===== src/mlfe_pkg.sv =====
// shared types and constants for the led fade engine
package mlfe_pkg;

	typedef struct packed {
		logic [2:0] op;
		logic [2:0] channel;
		logic       all_channels;
		logic [7:0] value;
		logic [5:0] profile_index;
	} in_item_t;

	typedef struct packed {
		logic [2:0] out_channel;
		logic [7:0] duty;
		logic       drive_on;
		logic       fading_active;
		logic       last_result;
	} out_item_t;

	localparam logic [2:0] OP_TICK    = 3'd0;
	localparam logic [2:0] OP_FADE    = 3'd1;
	localparam logic [2:0] OP_MANUAL  = 3'd2;
	localparam logic [2:0] OP_HOLD    = 3'd3;
	localparam logic [2:0] OP_PROFILE = 3'd4;
	localparam logic [2:0] OP_RATE    = 3'd5;

	localparam logic REG_MANUAL_STEP = 1'b0;
	localparam logic REG_RATE_UNIT   = 1'b1;

	localparam logic [15:0] MANUAL_STEP_RESET = 16'd10000;
	localparam logic [9:0]  RATE_UNIT_RESET   = 10'd100;
	localparam logic [7:0]  FADE_RATE_RESET   = 8'd10;
	localparam int          DIV_STEPS         = 24;

	typedef enum logic [2:0] {
		ST_IDLE,
		ST_DIV,
		ST_WALK,
		ST_DUTY,
		ST_EMIT,
		ST_FLAG
	} state_t;

	// controller to datapath
	typedef struct packed {
		logic start_div;
		logic div_step;
		logic div_done;
		logic walk_load;
		logic walk_update;
		logic duty_calc;
		logic emit_fill;
		logic flag_fix;
	} dp_cmd_t;

	// datapath to controller
	typedef struct packed {
		logic moving_ch;
		logic last_ch;
		logic buf_empty;
	} dp_stat_t;

endpackage


===== src/mlfe_ctrl.sv =====
// controller state machine sequencing commands and ticks
module mlfe_ctrl (
	input  logic               clk,
	input  logic               arst_n,
	input  logic               in_valid,
	input  logic [2:0]         in_op,
	input  logic               ch_ok,
	output logic               in_ready,
	output mlfe_pkg::dp_cmd_t  cmd,
	input  mlfe_pkg::dp_stat_t stat
);
	mlfe_pkg::state_t state_q, state_d;
	logic [4:0] cnt_q;
	logic       moved_q;

	always_ff @(posedge clk or negedge arst_n) begin
		if (!arst_n) state_q <= mlfe_pkg::ST_IDLE;
		else state_q <= state_d;
	end

	// divide cycle counter, runs while dividing
	always_ff @(posedge clk or negedge arst_n) begin
		if (!arst_n) cnt_q <= '0;
		else if (state_q == mlfe_pkg::ST_DIV) cnt_q <= cnt_q + 5'd1;
		else cnt_q <= '0;
	end

	// remembers whether current walk channel emitted
	always_ff @(posedge clk or negedge arst_n) begin
		if (!arst_n) moved_q <= 1'b0;
		else if (cmd.walk_update) moved_q <= stat.moving_ch;
	end
	logic last_q;
	always_ff @(posedge clk or negedge arst_n) begin
		if (!arst_n) last_q <= 1'b0;
		else if (cmd.walk_update) last_q <= stat.last_ch;
	end

	always_comb begin
		state_d  = state_q;
		cmd      = '0;
		in_ready = 1'b0;
		case (state_q)
			mlfe_pkg::ST_IDLE: begin
				in_ready = stat.buf_empty;
				if (in_valid && stat.buf_empty) begin
					if (in_op == mlfe_pkg::OP_TICK) begin
						cmd.walk_load = 1'b1;
						state_d = mlfe_pkg::ST_WALK;
					end else if (in_op == mlfe_pkg::OP_FADE && ch_ok) begin
						state_d = mlfe_pkg::ST_DIV;
					end
				end
			end
			// load, one step per cycle, then write the step back
			mlfe_pkg::ST_DIV: begin
				if (cnt_q == 5'd0) begin
					cmd.start_div = 1'b1;
				end else if (cnt_q == 5'(mlfe_pkg::DIV_STEPS + 1)) begin
					cmd.div_done = 1'b1;
					state_d = mlfe_pkg::ST_IDLE;
				end else begin
					cmd.div_step = 1'b1;
				end
			end
			mlfe_pkg::ST_WALK: begin
				cmd.walk_update = 1'b1;
				state_d = mlfe_pkg::ST_DUTY;
			end
			mlfe_pkg::ST_DUTY: begin
				cmd.duty_calc = 1'b1;
				state_d = mlfe_pkg::ST_EMIT;
			end
			mlfe_pkg::ST_EMIT: begin
				cmd.emit_fill = moved_q;
				state_d = last_q ? mlfe_pkg::ST_FLAG : mlfe_pkg::ST_WALK;
			end
			mlfe_pkg::ST_FLAG: begin
				cmd.flag_fix = 1'b1;
				state_d = mlfe_pkg::ST_IDLE;
			end
			default: state_d = mlfe_pkg::ST_IDLE;
		endcase
	end

endmodule


===== config.mk =====
export PLATFORM = sky130hd
export DESIGN_NAME = mlfe_ctrl
export DESIGN_NICKNAME = d
export VERILOG_FILES = /design/src/mlfe_pkg.sv /design/src/mlfe_ctrl.sv
export SDC_FILE = /design/constraint.sdc
export NUM_CORES = 1
export LEC_CHECK = 0
export BUFFER_PORTS_ARGS = -buffer_cell sky130_fd_sc_hd__buf_2
export CORE_AREA = 2 2 39 41
export DETAILED_ROUTE_END_ITERATION = 10
export DIE_AREA = 0 0 41 43
export HOLD_SLACK_MARGIN = 0.06
export PLACE_DENSITY = 0.73
export SLEW_MARGIN = 20
export SYNTH_ARGS = -nofsm -noshare
export SYNTH_HDL_FRONTEND = slang
export SYNTH_SLANG_ARGS = --single-unit

===== constraint.sdc =====
create_clock -name clk -period 2.7 [get_ports clk]
set_input_delay 0.54 -clock clk [delete_from_list [all_inputs] [get_ports clk]]
set_output_delay 0.54 -clock clk [all_outputs]
set_load 0.02 [all_outputs]

# --- After elaboration in Yosys (flattened, before gate mapping) ---
# Index checks and enable logic that the tools add are counted.
# W data, S select, Z words.
classes:
  addsub: 1
  n_mul: 0
  div: 0
  n_lt_le_gt_ge: 0
  eq_ne: 11
  n_shift: 0
  muxes: 21
  bitwise: 0
  reduce_logical: 6
op_table:
  columns: ["operator", "count"]
  rows:
  - ["$mux W3", 7]
  - ["$pmux W3 S5", 1]
  - ["$mux W1", 11]
  - ["$eq A3 B1 Y1 const B", 2]
  - ["$eq A3 B2 Y1 const B", 2]
  - ["$eq A3 B3 Y1 const B", 2]
  - ["$logic_not A3 Y1", 2]
  - ["$add A5 B1 Y5 const B", 1]
  - ["$eq A5 B5 Y1 const B", 1]
  - ["$logic_not A5 Y1", 1]
  - ["$mux W5", 1]
  - ["$ne A2 B2 Y1 const B", 2]
  - ["$reduce_and A4 Y1", 1]
  - ["$ne A3 B3 Y1 const B", 1]
  - ["$logic_and A1 B1 Y1", 2]
  - ["$mux W2", 1]
  - ["$ne A2 B1 Y1 const B", 1]
word_totals:
  register_bits: 10
  latchBits: 0
  ram_bits: 0
  rom_bits: 0
  input_bits: 10
  out_inout_bits: 9
  wordCells: 43
  n_memories: 0

# --- Depth between registers and ports, before layout ---
depth:
  word_depth: 6
  ltp_mapped: 5
  mapped_depth_nobuf: 5

# --- Least setup slack after synthesis ---
# No wires, ideal clock.
synth_path:
  kind: "register to output"
  startpoint: "register cnt_q[0]"
  endpoint: "output port cmd[7] (netlist name)"
  arrival_ns: 1.608
  required_time_ns: 2.160
  path_slack_ns: 0.552
  path_stages_with_launch: 5
  n_path_buf: 0
  path_cell_list: "dfrtp_1 -> inv_1 -> ha_1 -> nor4b_1 -> nor4bb_1"
synth_lines:
  columns: ["element", "line_no", "source"]
  rows:
  - ["start, declared", "mlfe_ctrl.sv:13", "logic [4:0] cnt_q;"]
  - ["start signal, assigned", "mlfe_ctrl.sv:24", "else if (state_q == mlfe_pkg::ST_DIV) cnt_q <= cnt_q + 5'd1;"]
  - ["end, declared", "mlfe_ctrl.sv:9", "output mlfe_pkg::dp_cmd_t cmd,"]

==> flow_metrics.py <==
metrics = {
    "cts": {
        "clock_latency_ps": 250,
        "root_buffer": "clkbuf_4",
        "cts.sinks": 10,
        "clk_pin_slew_ps": 60,
        "postCtsHoldBufs": 0,
        "numCtsBuffers": 3,
        "htreeDepth": 1,
        "post_cts_resized": 0,
        "cts_setup_buffers": 0,
        "cts_tree": "built",
        "clk_path_buf_depth": 2,
    },
    "routing": {
        "routed_wirelength_um": 1070,
        "drc": 0,
        "maxUsedRoutingLayer": "met3",
        "route.met2.wl_um": 485,
        "via_per_inst": 5.01,
        "vias": 476,
        "drt_iter0_markers": 5,
        "met3RoutedLength_um": 59,
        "wl_met1_um": 526,
        "antenna_left": 0,
        "post_drt_wl_per_cell_um": 11.3,
        "dr.pass1.iters": 4,
    },
    "synth": {
        "ys_seq_elements": 10,
        "synth_commonest_cells": "dfrtp_1 (10), nor2_1 (9), inv_1 (4)",
        "synth.most_common_cell": "dfrtp_1",
        "synth.area.top_cells": "dfrtp_1 (41%), ha_1 (6.2%), nor2_1 (5.6%), mux2_2 (3.7%), nor4bb_1 (3.3%)",
        "yosys_warnings": 0,
        "syn_nets": 72,
        "synthCells": 59,
        "synth_area_um2": 606,
        "dominantRegCellSynth": "dfrtp_1",
        "synth_top_area_share_pct": 41.3,
        "syn-mean-instance-area_um2": 10.3,
        "ys_seq_area_share_pct": 41.3,
        "synth_edf_count": 0,
        "async_reset_ff_share_pct": 100,
        "synthDistinctLibCells": 28,
        "synth_top_cell_by_area": "dfrtp_1",
    },
    "layout": {
        "fin_area_um2": 736,
        "stdcell_count": 95,
        "nFillCells": 138,
        "multi_input_area_um2": 324,
        "regArea_um2": 250,
        "n_antenna_cell": 0,
        "drive_gt1_share_pct": 36.7,
        "nNetsFinal": 93,
        "utilization_pct": 53.2,
        "syn_to_final_growth_pct": 21.5,
    },
    "power_and_ir_drop": {
        "ir_drop_uv": 293,
        "cellPowerDensity_nw_per_um2": 776,
        "power_leakage_nw": 0.372,
    },
    "grt": {
        "grt_remaining_overflow": 0,
        "grt_pass1_vias": 407,
        "grt_max_degree": 12,
        "grt_first_pass_wirelength_um": 1670,
        "groute.usage.overall_pct": 14.3,
        "antenna_found_initial": 0,
    },
    "run_status": {
        "status": "finished, final reports clean",
    },
    "timing": {
        "grt_setup_unrepaired": "no",
        "timing.hold.ws_ps": 130,
        "maxSlewViolCount": 0,
        "hold_viol_final": 0,
        "tightest_slew_ps": 418,
        "skew_ps": 0.941,
        "min_period_ps": 2340,
        "setup_violations": 0,
        "slew_headroom_pct": 71.7,
        "fin_tns_setup_ps": 0,
        "fmaxAchievable_mhz": 427,
        "period_share_pct": 86.7,
    },
    "floorplanning": {
        "core_area_um2": 1380,
        "design.die.area_um2": 1760,
        "die_w_um": 41,
        "ios": 19,
        "start_util_pct": 43.8,
        "die-height_um": 43,
        "rows": 14,
    },
    "run": {
        "cap_violations": 0,
    },
    "placed_design": {
        "place.gp.congestion": 0.780,
        "placedCellCount": 91,
        "dpl.hpwl_um": 889,
        "place_area_um2": 699,
        "placement.io_buffers": 18,
    },
    "worst_setup_path": {
        "reg2reg_depth": 4,
        "worstReg2RegEnd": "state_q[1]$_DFFE_PN0P_",
        "worst-path-max-fanout": 5,
        "cp_data_required_time_ps": 2160,
        "critical_path_class": "reg2out",
        "r2r_start": "state_q[0]$_DFFE_PN0P_",
        "cp-start-kind": "flop",
        "r2r_slack_ps": 1360,
        "endpoint_kind": "primary output",
        "cp.arrival_ps": 1800,
    },
    "hold_path": {
        "hold_path.class": "in2async",
    },
}
==> per-stage QoR <==
step	total power, mW	setup WS (ps)
detailed placement	0.452	573
global placement	0.442	673
finish	0.571	359
global route	0.617	203
floorplan	0.408	552
CTS	0.582	290
==> state kept, by name (all words and copies together), names as in the netlist <==
name     cells
cnt_q        5
last_q       1
moved_q      1
state_q      3
==> area by class of cell <==
type                       count  share of cell area [%]
inverter                       4                    2.04
multi-input combinational     43                    44.0
tap                           16                    2.72
clock buffer                   4                    4.93
sequential                    10                    34.0
timing repair buffer          18                    12.2
==> placed cells by master (no fill, tap or decap), types with 2 or more instances in the layout <==
cell type | netlist | routed
xor2_1 | 2 | 2
clkbuf_4 | 0 | 3
buf_2 | 1 | 18
mux2_2 | 2 | 2
a21oi_1 | 2 | 2
nand2b_1 | 3 | 3
or3b_1 | 2 | 2
nor4bb_1 | 2 | 2
inv_1 | 4 | 4
and3b_1 | 2 | 2
nor2_1 | 9 | 9
dfrtp_1 | 10 | 10
ha_1 | 3 | 3
nand3_1 | 2 | 2
==> cell families after synthesis <==
logic type,share of synthesized area [%]
and+or+nand+nor,31.6
buffers and inverters,5.16
DFF,41.3
adders and majority gates,6.20
xor gates and xnor gates,4.34
AOI/OAI and AO/OA,7.65
muxes,3.72
==> routing by layer <==
metal  vias up  track usage, %
li1        246               -
met1       218            18.2
met2        12            20.6
met3         0            4.71
met4         0            8.00
met5         -               0
==> worst max-delay path by stage <==
stage                       startpoint      to  slack, ps  cells after the start
global placement    cnt_q[0]$_DFF_PN0_  cmd[7]        670                      5
CTS                 cnt_q[0]$_DFF_PN0_  cmd[7]        290                      5
global route        cnt_q[0]$_DFF_PN0_  cmd[7]        200                      5
detailed placement  cnt_q[1]$_DFF_PN0_  cmd[7]        570                      5
finish              cnt_q[0]$_DFF_PN0_  cmd[7]        360                      5
floorplan           cnt_q[0]$_DFF_PN0_  cmd[7]        550                      4
==> power by group <==
group / total (mW) / switching, mW / internal, mW
Sequential: 0.233 / 0.0461 / 0.187
Combinational: 0.214 / 0.107 / 0.106
Clock: 0.125 / 0.0431 / 0.0814
==> worst max-delay path: stages, from the launching register on <==
cell and delay, ps:
dfrtp_1 430, inv_1 80, ha_1 140, nor4b_1 360
nor4bb_1 340, buf_2 210
(Power assumes the default switching activity.)
